File: config.mk
export PLATFORM = sky130hd
export DESIGN_NAME = alul_ctrl_flat
export DESIGN_NICKNAME = d
export VERILOG_FILES = /design/src/sv/alul_pkg.sv /design/src/sv/alul_if.sv /design/src/sv/alul_ctrl.sv /design/src/flat_wrapper.sv
export SDC_FILE = /design/constraint.sdc
export NUM_CORES = 1
export LEC_CHECK = 0
export BUFFER_PORTS_ARGS = -buffer_cell sky130_fd_sc_hd__buf_2
export CAP_MARGIN = 20
export CORE_MARGIN = 5
export CORE_UTILIZATION = 50
export CTS_CLUSTER_SIZE = 25
export DETAILED_ROUTE_END_ITERATION = 8
export PLACE_DENSITY_LB_ADDON = 0.05
export SLEW_MARGIN = 20
export SYNTH_ARGS = -nofsm -noshare
export SYNTH_HDL_FRONTEND = slang
export SYNTH_SLANG_ARGS = --single-unit
File: constraint.sdc
create_clock -name i_clk -period 4 [get_ports i_clk]
set_input_delay 0.4 -clock i_clk [delete_from_list [all_inputs] [get_ports i_clk]]
set_output_delay 0.4 -clock i_clk [all_outputs]
set_load 0.005 [all_outputs]
File: src/sv/alul_pkg.sv
// ---------------------------------------------------------------------------
// alul_pkg: shared types and constants of the array list table
// Sizes of the list store, request and result codes, and the
// structures that pass between the sequencer, the store and the top level.
// ---------------------------------------------------------------------------
package alul_pkg;

    // Size of the list store.
    localparam int CAPACITY   = 1024;
    localparam int DATA_WIDTH = 32;
    localparam int ADDR_W     = $clog2(CAPACITY);
    localparam int CNT_W      = $clog2(CAPACITY + 1);

    // Fixed widths of the item fields.
    localparam int MODE_W   = 3;
    localparam int POS_W    = 10;
    localparam int VALUE_W  = 32;
    localparam int STATUS_W = 2;
    localparam int FOUND_W  = 10;
    localparam int FILL_W   = 11;

    // Width used to compare a position against the fill count.
    localparam int CMP_W = (POS_W > CNT_W) ? POS_W : CNT_W;

    // Request codes.
    typedef enum logic [MODE_W-1:0] {
        MODE_APPEND    = 3'd0,
        MODE_INSERT_AT = 3'd1,
        MODE_DELETE_AT = 3'd2,
        MODE_DELETE_VAL = 3'd3,
        MODE_DELETE_LAST = 3'd4,
        MODE_CLEAR     = 3'd5,
        MODE_SEARCH    = 3'd6
    } t_mode;

    // Result status codes.
    typedef enum logic [STATUS_W-1:0] {
        STATUS_OK   = 2'd0,
        STATUS_MISS = 2'd1,
        STATUS_FULL = 2'd2
    } t_status;

    // Sequencer states.
    typedef enum logic [2:0] {
        ST_IDLE,
        ST_DECIDE,
        ST_MOVE,
        ST_INSERT,
        ST_SCAN,
        ST_REMOVE,
        ST_RESP
    } t_state;

    // One access to the list store: write port and read address.
    typedef struct packed {
        logic                  we;
        logic [ADDR_W-1:0]     waddr;
        logic [DATA_WIDTH-1:0] wdata;
        logic [ADDR_W-1:0]     raddr;
    } t_mem_cmd;

    // One finished result on its way to the output register.
    typedef struct packed {
        t_status           status;
        logic [FOUND_W-1:0] found_index;
        logic [FILL_W-1:0]  fill_count;
    } t_result;

endpackage

File: src/sv/alul_if.sv
// ---------------------------------------------------------------------------
// alul_req_if / alul_rsp_if: item channels of the array list table
// Valid/ready channels for requests and for results.
// ---------------------------------------------------------------------------

// Request channel: one item per list operation.
interface alul_req_if
    import alul_pkg::*;
();
    logic                      valid;
    logic                      ready;
    logic [MODE_W-1:0]         mode;
    logic [POS_W-1:0]          position;
    logic signed [VALUE_W-1:0] value;

    modport source (output valid, output mode, output position, output value,
                    input ready);
    modport sink   (input valid, input mode, input position, input value,
                    output ready);
endinterface


File: src/sv/alul_ctrl.sv
// ---------------------------------------------------------------------------
// alul_ctrl: list sequencer
// Holds the fill count, decodes each request and drives the list store
// through read, modify and write-back steps, one entry per cycle in a scan.
// ---------------------------------------------------------------------------
module alul_ctrl
    import alul_pkg::*;
(
    input  logic                  i_clk,
    input  logic                  i_rst_n,
    alul_req_if.sink              i_req,
    input  logic [DATA_WIDTH-1:0] i_rdata,
    output t_mem_cmd              o_mem,
    output logic                  o_res_valid,
    input  logic                  i_res_ready,
    output t_result               o_res
);

    t_state                r_state, n_state;
    logic [CNT_W-1:0]      r_count, n_count;
    t_mode                 r_mode, n_mode;
    logic [POS_W-1:0]      r_pos, n_pos;
    logic [DATA_WIDTH-1:0] r_value, n_value;
    t_status               r_status, n_status;
    logic [ADDR_W-1:0]     r_found, n_found;
    logic [ADDR_W-1:0]     r_target, n_target;
    logic [ADDR_W-1:0]     r_scan_idx, n_scan_idx;

    logic                  w_accept;
    logic [CNT_W-1:0]      w_last;
    logic                  w_pos_ok;
    logic                  w_full;
    logic                  w_empty;
    logic                  w_hit;
    logic                  w_scan_end;

    // Decisions shared by the next-state and output logic.
    assign w_accept   = i_req.valid && i_req.ready;
    assign w_last     = r_count - CNT_W'(1);
    assign w_pos_ok   = CMP_W'(r_pos) < CMP_W'(r_count);
    assign w_full     = (r_count == CNT_W'(CAPACITY));
    assign w_empty    = (r_count == '0);
    assign w_hit      = (i_rdata == r_value);
    assign w_scan_end = (CNT_W'(r_scan_idx) == w_last);

    assign i_req.ready = (r_state == ST_IDLE);

    // Next state.
    always_comb begin
        n_state = r_state;
        case (r_state)
            ST_IDLE: begin
                if (w_accept) begin
                    n_state = ST_DECIDE;
                end
            end
            ST_DECIDE: begin
                case (r_mode)
                    MODE_INSERT_AT: begin
                        n_state = (w_pos_ok && !w_full) ? ST_MOVE : ST_RESP;
                    end
                    MODE_DELETE_AT: begin
                        n_state = w_pos_ok ? ST_REMOVE : ST_RESP;
                    end
                    MODE_DELETE_VAL, MODE_SEARCH: begin
                        n_state = w_empty ? ST_RESP : ST_SCAN;
                    end
                    default: begin
                        n_state = ST_RESP;
                    end
                endcase
            end
            ST_MOVE:   n_state = ST_INSERT;
            ST_INSERT: n_state = ST_RESP;
            ST_SCAN: begin
                if (w_hit) begin
                    n_state = (r_mode == MODE_DELETE_VAL) ? ST_REMOVE : ST_RESP;
                end else if (w_scan_end) begin
                    n_state = ST_RESP;
                end
            end
            ST_REMOVE: n_state = ST_RESP;
            ST_RESP: begin
                if (i_res_ready) begin
                    n_state = ST_IDLE;
                end
            end
            default: n_state = ST_IDLE;
        endcase
    end

    // Datapath, store accesses and result fields.
    always_comb begin
        n_count    = r_count;
        n_mode     = r_mode;
        n_pos      = r_pos;
        n_value    = r_value;
        n_status   = r_status;
        n_found    = r_found;
        n_target   = r_target;
        n_scan_idx = r_scan_idx;
        o_mem.we    = 1'b0;
        o_mem.waddr = r_target;
        o_mem.wdata = i_rdata;
        o_mem.raddr = r_scan_idx + ADDR_W'(1);

        case (r_state)
            ST_IDLE: begin
                if (w_accept) begin
                    n_mode   = t_mode'(i_req.mode);
                    n_pos    = i_req.position;
                    n_value  = i_req.value[DATA_WIDTH-1:0];
                    n_status = STATUS_OK;
                    n_found  = '0;
                end
            end
            ST_DECIDE: begin
                case (r_mode)
                    MODE_APPEND: begin
                        if (w_full) begin
                            n_status = STATUS_FULL;
                        end else begin
                            o_mem.we    = 1'b1;
                            o_mem.waddr = ADDR_W'(r_count);
                            o_mem.wdata = r_value;
                            n_count     = r_count + CNT_W'(1);
                        end
                    end
                    MODE_INSERT_AT: begin
                        // Range test comes before the full test.
                        if (!w_pos_ok) begin
                            n_status = STATUS_MISS;
                        end else if (w_full) begin
                            n_status = STATUS_FULL;
                        end else begin
                            o_mem.raddr = ADDR_W'(r_pos);
                            n_target    = ADDR_W'(r_pos);
                        end
                    end
                    MODE_DELETE_AT: begin
                        if (!w_pos_ok) begin
                            n_status = STATUS_MISS;
                        end else begin
                            o_mem.raddr = ADDR_W'(w_last);
                            n_target    = ADDR_W'(r_pos);
                        end
                    end
                    MODE_DELETE_VAL, MODE_SEARCH: begin
                        if (w_empty) begin
                            n_status = STATUS_MISS;
                        end else begin
                            o_mem.raddr = '0;
                            n_scan_idx  = '0;
                        end
                    end
                    MODE_DELETE_LAST: begin
                        if (w_empty) begin
                            n_status = STATUS_MISS;
                        end else begin
                            n_count = w_last;
                        end
                    end
                    MODE_CLEAR: begin
                        n_count = '0;
                    end
                    default: begin
                        n_status = STATUS_MISS;
                    end
                endcase
            end
            ST_MOVE: begin
                // The old entry at the position goes to the end.
                o_mem.we    = 1'b1;
                o_mem.waddr = ADDR_W'(r_count);
                o_mem.wdata = i_rdata;
            end
            ST_INSERT: begin
                o_mem.we    = 1'b1;
                o_mem.waddr = r_target;
                o_mem.wdata = r_value;
                n_count     = r_count + CNT_W'(1);
            end
            ST_SCAN: begin
                // Read data belongs to r_scan_idx; the next address is already out.
                if (w_hit) begin
                    n_found     = r_scan_idx;
                    n_target    = r_scan_idx;
                    o_mem.raddr = ADDR_W'(w_last);
                end else if (w_scan_end) begin
                    n_status = STATUS_MISS;
                end else begin
                    n_scan_idx = r_scan_idx + ADDR_W'(1);
                end
            end
            ST_REMOVE: begin
                // The last entry fills the hole.
                o_mem.we    = 1'b1;
                o_mem.waddr = r_target;
                o_mem.wdata = i_rdata;
                n_count     = w_last;
            end
            default: begin
            end
        endcase
    end

    // Control registers.
    always_ff @(posedge i_clk) begin
        if (!i_rst_n) begin
            r_state <= ST_IDLE;
            r_count <= '0;
        end else begin
            r_state <= n_state;
            r_count <= n_count;
        end
    end

    // Request and result holding registers.
    always_ff @(posedge i_clk) begin
        r_mode     <= n_mode;
        r_pos      <= n_pos;
        r_value    <= n_value;
        r_status   <= n_status;
        r_found    <= n_found;
        r_target   <= n_target;
        r_scan_idx <= n_scan_idx;
    end

    assign o_res_valid      = (r_state == ST_RESP);
    assign o_res.status      = r_status;
    assign o_res.found_index = FOUND_W'(r_found);
    assign o_res.fill_count  = FILL_W'(r_count);

    // The fill count never passes the capacity.
    a_count_bound: assert property (@(posedge i_clk) disable iff (!i_rst_n)
        r_count <= CNT_W'(CAPACITY))
        else $error("fill count above capacity");

    // A full report only comes from a full list.
    a_full_status: assert property (@(posedge i_clk) disable iff (!i_rst_n)
        (r_state == ST_RESP && r_status == STATUS_FULL) |-> w_full)
        else $error("full status with room left");

    // No store write while waiting for a request or handing over a result.
    a_no_idle_write: assert property (@(posedge i_clk) disable iff (!i_rst_n)
        (r_state == ST_IDLE || r_state == ST_RESP) |-> !o_mem.we)
        else $error("store written outside an operation");

    // A scan step leaves the fill count alone.
    a_scan_count: assert property (@(posedge i_clk) disable iff (!i_rst_n)
        (r_state == ST_SCAN) |=> $stable(r_count))
        else $error("fill count changed during a scan");

    // An accepted request is decoded in the next cycle.
    a_accept_decide: assert property (@(posedge i_clk) disable iff (!i_rst_n)
        w_accept |=> (r_state == ST_DECIDE))
        else $error("accepted request not decoded");

endmodule
File: src/flat_wrapper.sv
// flat-port wrapper written by rule: the top's interface ports become plain ports
module alul_ctrl_flat import alul_pkg::*;
  (i_clk, i_rst_n, i_rdata, o_mem, o_res_valid, i_res_ready, o_res, i_req_valid, i_req_mode, i_req_position, i_req_value, i_req_ready);
  alul_req_if i_req_i ();
  input  logic i_clk;
  input  logic i_rst_n;
  input  logic [DATA_WIDTH-1:0] i_rdata;
  output t_mem_cmd o_mem;
  output logic o_res_valid;
  input  logic i_res_ready;
  output t_result o_res;
  input wire logic [$bits(i_req_i.valid)-1:0] i_req_valid;
  input wire logic [$bits(i_req_i.mode)-1:0] i_req_mode;
  input wire logic [$bits(i_req_i.position)-1:0] i_req_position;
  input wire logic [$bits(i_req_i.value)-1:0] i_req_value;
  output wire logic [$bits(i_req_i.ready)-1:0] i_req_ready;
  assign i_req_i.valid = i_req_valid;
  assign i_req_i.mode = i_req_mode;
  assign i_req_i.position = i_req_position;
  assign i_req_i.value = i_req_value;
  assign i_req_ready = i_req_i.ready;
  alul_ctrl u_core (.i_clk(i_clk), .i_rst_n(i_rst_n), .i_req(i_req_i), .i_rdata(i_rdata), .o_mem(o_mem), .o_res_valid(o_res_valid), .i_res_ready(i_res_ready), .o_res(o_res));
endmodule
==> key figures <==
Timing
  – Final Hold Viols: 0
  – FMAX: 0.268 GHz
  – Layout Skew: 0.00665 ns
  – Fin crit share: 93.4%
  – RSZ-0062 raised after global routing: false
  – Slew Limit Fails: 0
  – Worst Tran Pin Value: 0.948 ns
  – Min Tclk post-route: 3.74 ns
  – Setup violators final: 0
  – Slew HR: 36.8%
  – Final TNS setup: 0 ns

Place
  – GPL Wtd Cong: 0.900
  – I/O Buffers: around 160
  – Dpl cells: 912
  – HPWL after DPL: approximately 14 mm

Synthesis
  – Synth Net Count: approximately 730
  – Synth warn: 0
  – Avg Synthesized Cell Area: 9.44 um^2
  – Syn Inst Count: 638
  – Seq/Total Area, Yosys: 43.0%
  – Top-count cell post-synth: nand2_1
  – EDFF count, synth: slightly below 80
  – Async S/R FF share, synth: 0%
  – Area contributors post-synth: edfxtp_1 (38%), nand2_1 (7.1%), xor2_1 (6.4%)
  – Synth cell count leaders: nand2_1 (114), edfxtp_1 (77), o21ai_0 (50), xor2_1 (44), nor2_1 (35)
  – Distinct cells, synth: 79
  – Top_reg_cell synth: edfxtp_1
  – Largest area contributor in the netlist: edfxtp_1
  – Mapped Area: 6030 um^2
  – Synth Register Bits: between 90 and 100
  – Yosys top cell area share: about two fifths

Clock network
  – Clock Root Buffer: clkbuf_16
  – Post CTS Setup Buffer Count: 0
  – Clock sinks: 91
  – Skew-Pair Late Insertion Delay: roughly 0.36 ns
  – CTS buffer count: 9
  – Reg clk slew, reported paths: approximately 0.08 ns
  – Longest Clk Path Bufs: 2
  – CTS tree: yes
  – Cts hold-fix bufs: 0
  – Post-cts resize count: 0
  – H-tree Lvls: 3

GRT
  – Vias in the first global route: 5601
  – Remaining global-route overflow: 0
  – All-layer global routing usage: 25.7%
  – Antenna violations before repair: 0
  – Largest net degree at the start of global routing: 29
  – Global-route wire length before repair: 29.2 mm

Cells and area
  – Share of cells above drive strength 1: 28.8%
  – Final cell count without fillers: 928
  – Final nets: 869
  – Number of fill cells: 1105
  – N_diodes: 0
  – Layout area overhead: 19.6%
  – Final core utilization: between 60% and 70%

Run
  – Max-cap check violation count: 0

Critical path
  – Cells along the critical path: inv_1 > ha_1 > nor3b_4 > nand4_2 > a31oi_2 > o21ai_1 > o221a_1 > o221ai_2 > buf_2
  – Max stage delay on crit path: 0.50 ns
  – CP startpoint kind: register
  – R2R setup slack: 0.78 ns
  – Worst-path fanout max: 10
  – Setup CP Type: reg2out
  – FF-to-FF End: u_core.r_scan_idx[4]
  – Arr. time, crit path: 3.34 ns
  – CP Data Required Time: 3.60 ns
  – CP Capture Type: primary output
  – Worst r2r src: u_core.r_count[1]
  – Reg2Reg Depth: 8
  – Slowest-stage cell, CP: nor3b_4

Pwr
  – Cell area power density: 684 nW/um^2
  – Total power: between 0.004 and 0.005 W
  – Peak supply drop: 0.000324 V
  – Leak: 2.96 nW

Route
  – Final ANT Viol Nets: 0
  – Routed wire length: ~18 mm
  – DRC: 0
  – Total number of vias: 5604
  – Average vias per placed instance: 6.04
  – Drt pass-1 iters: 6
  – Drt wl/cell: 19.8 um
  – Iter 0 DRT Violations: 648

Floorplanning
  – Die ar.: 14300 um^2
  – Die Height: 120 um
  – Cell row count: 40
  – I/O Pins: between 150 and 200
  – Core area: 11900 um^2
  – Initial core utilization: 50.6%
  – Die width: about 120 um

Worst hold path
  – Hold path depth: 1
  – Worst Hold Launch: i_req_position[4]
  – Min-delay worst type: in2reg
  – Worst hold path endpoint: u_core.r_pos[4]

Status
  – Status: finished clean
==> metrics by stage <==
| stage | setup slack [ns] | area, um^2 | hold WS, ns |
|---|---|---|---|
| 6_report | 0.263 | 7210 | 0.216 |
| 4_1_cts | 0.298 | 7200 | 0.207 |
| 3_3_place_gp | 0.650 | 6910 | 0.568 |
| 2_1_floorplan | 1.23 | 6030 | 0.499 |
| 3_5_place_dp | 0.599 | 6910 | 0.579 |
| 5_1_grt | 0.0598 | 7210 | 0.208 |
==> worst max-delay path: cells and delay by family (launching register included) <==
family	cells	cell delay [ns]
simple gates	2	0.76
fa+ha+maj	1	0.31
compound gates	4	1.16
flops	1	0.39
buf+inv	2	0.35
==> cell usage in the layout (no fill, tap or decap), drive strengths merged, types with 4 or more instances in the layout <==
cell type    n
buf        172
nand2      114
edfxtp      77
o21ai       62
xor2        44
nor2        37
inv         24
nand3       16
a21oi       16
a21o        14
dfxtp       14
o221ai      14
xnor2       13
nor4        12
ha          12
and2        12
nand4       11
and3         9
clkbuf       9
a31oi        7
nor3         7
a22oi        6
o311a        5
a221oi       5
nand2b       4
o211a        4
o22ai        4
or2          4
o211ai       4
==> how the worst max path moves through the flow <==
stage | from | to | slack [ns] | cells after the start
final | u_core.r_count[1] | o_mem[8] | 0.26 | 9
after detailed placement | i_rdata[17] | o_mem[8] | 0.60 | 8
after CTS | u_core.r_count[1] | o_mem[41] | 0.30 | 10
after global routing | u_core.r_count[5] | o_mem[8] | 0.06 | 9
after global placement | i_rdata[17] | o_mem[0] | 0.65 | 8
after floorplan | u_core.r_state[2] | u_core.r_found[0] | 1.23 | 6
==> state kept, by name (all words and copies together), names as in the netlist <==
name,cells
u_core.r_mode,3
u_core.r_status,2
u_core.r_value,32
u_core.r_state,3
u_core.r_scan_idx,10
u_core.r_found,10
u_core.r_pos,10
u_core.r_target,10
u_core.r_count,11
==> where the power goes <==
group          switching [W]  internal, W
clock               0.000429     0.000442
sequential          0.000248      0.00134
combinational        0.00152     0.000949
==> kinds of logic after synthesis <==
family / Yosys count / share of synthesized area [%]
compound gates: 172 / 21.3
xor+xnor: 58 / 8.66
fa+ha+maj: 12 / 2.49
buf+inv: 64 / 4.67
flops: 91 / 43.0
mux: 2 / 0.332
simple gates: 239 / 19.5
==> layer usage <==
metal	wire, um	GRT usage, %	part of all wire, %
met4	733	12.5	4.0
met3	1540	6.13	8.4
met5	0	0	0
met2	8870	42.3	48
met1	7240	31.6	39
==> area by class of cell <==
| cell class | instances | area, um^2 | share of cell area [%] |
|---|---|---|---|
| multi-input cells | 483 | 3170 | 43.9 |
| flip-flops and latches | 91 | 2590 | 36.0 |
| repair buffers | 172 | 896 | 12.4 |
| clock buffers | 9 | 225 | 3.13 |
| well taps | 147 | 184 | 2.55 |
| clock inverters | 7 | 71.3 | 0.990 |
| inverters | 19 | 71.3 | 0.990 |
Power figures use the tool's default switching activity.
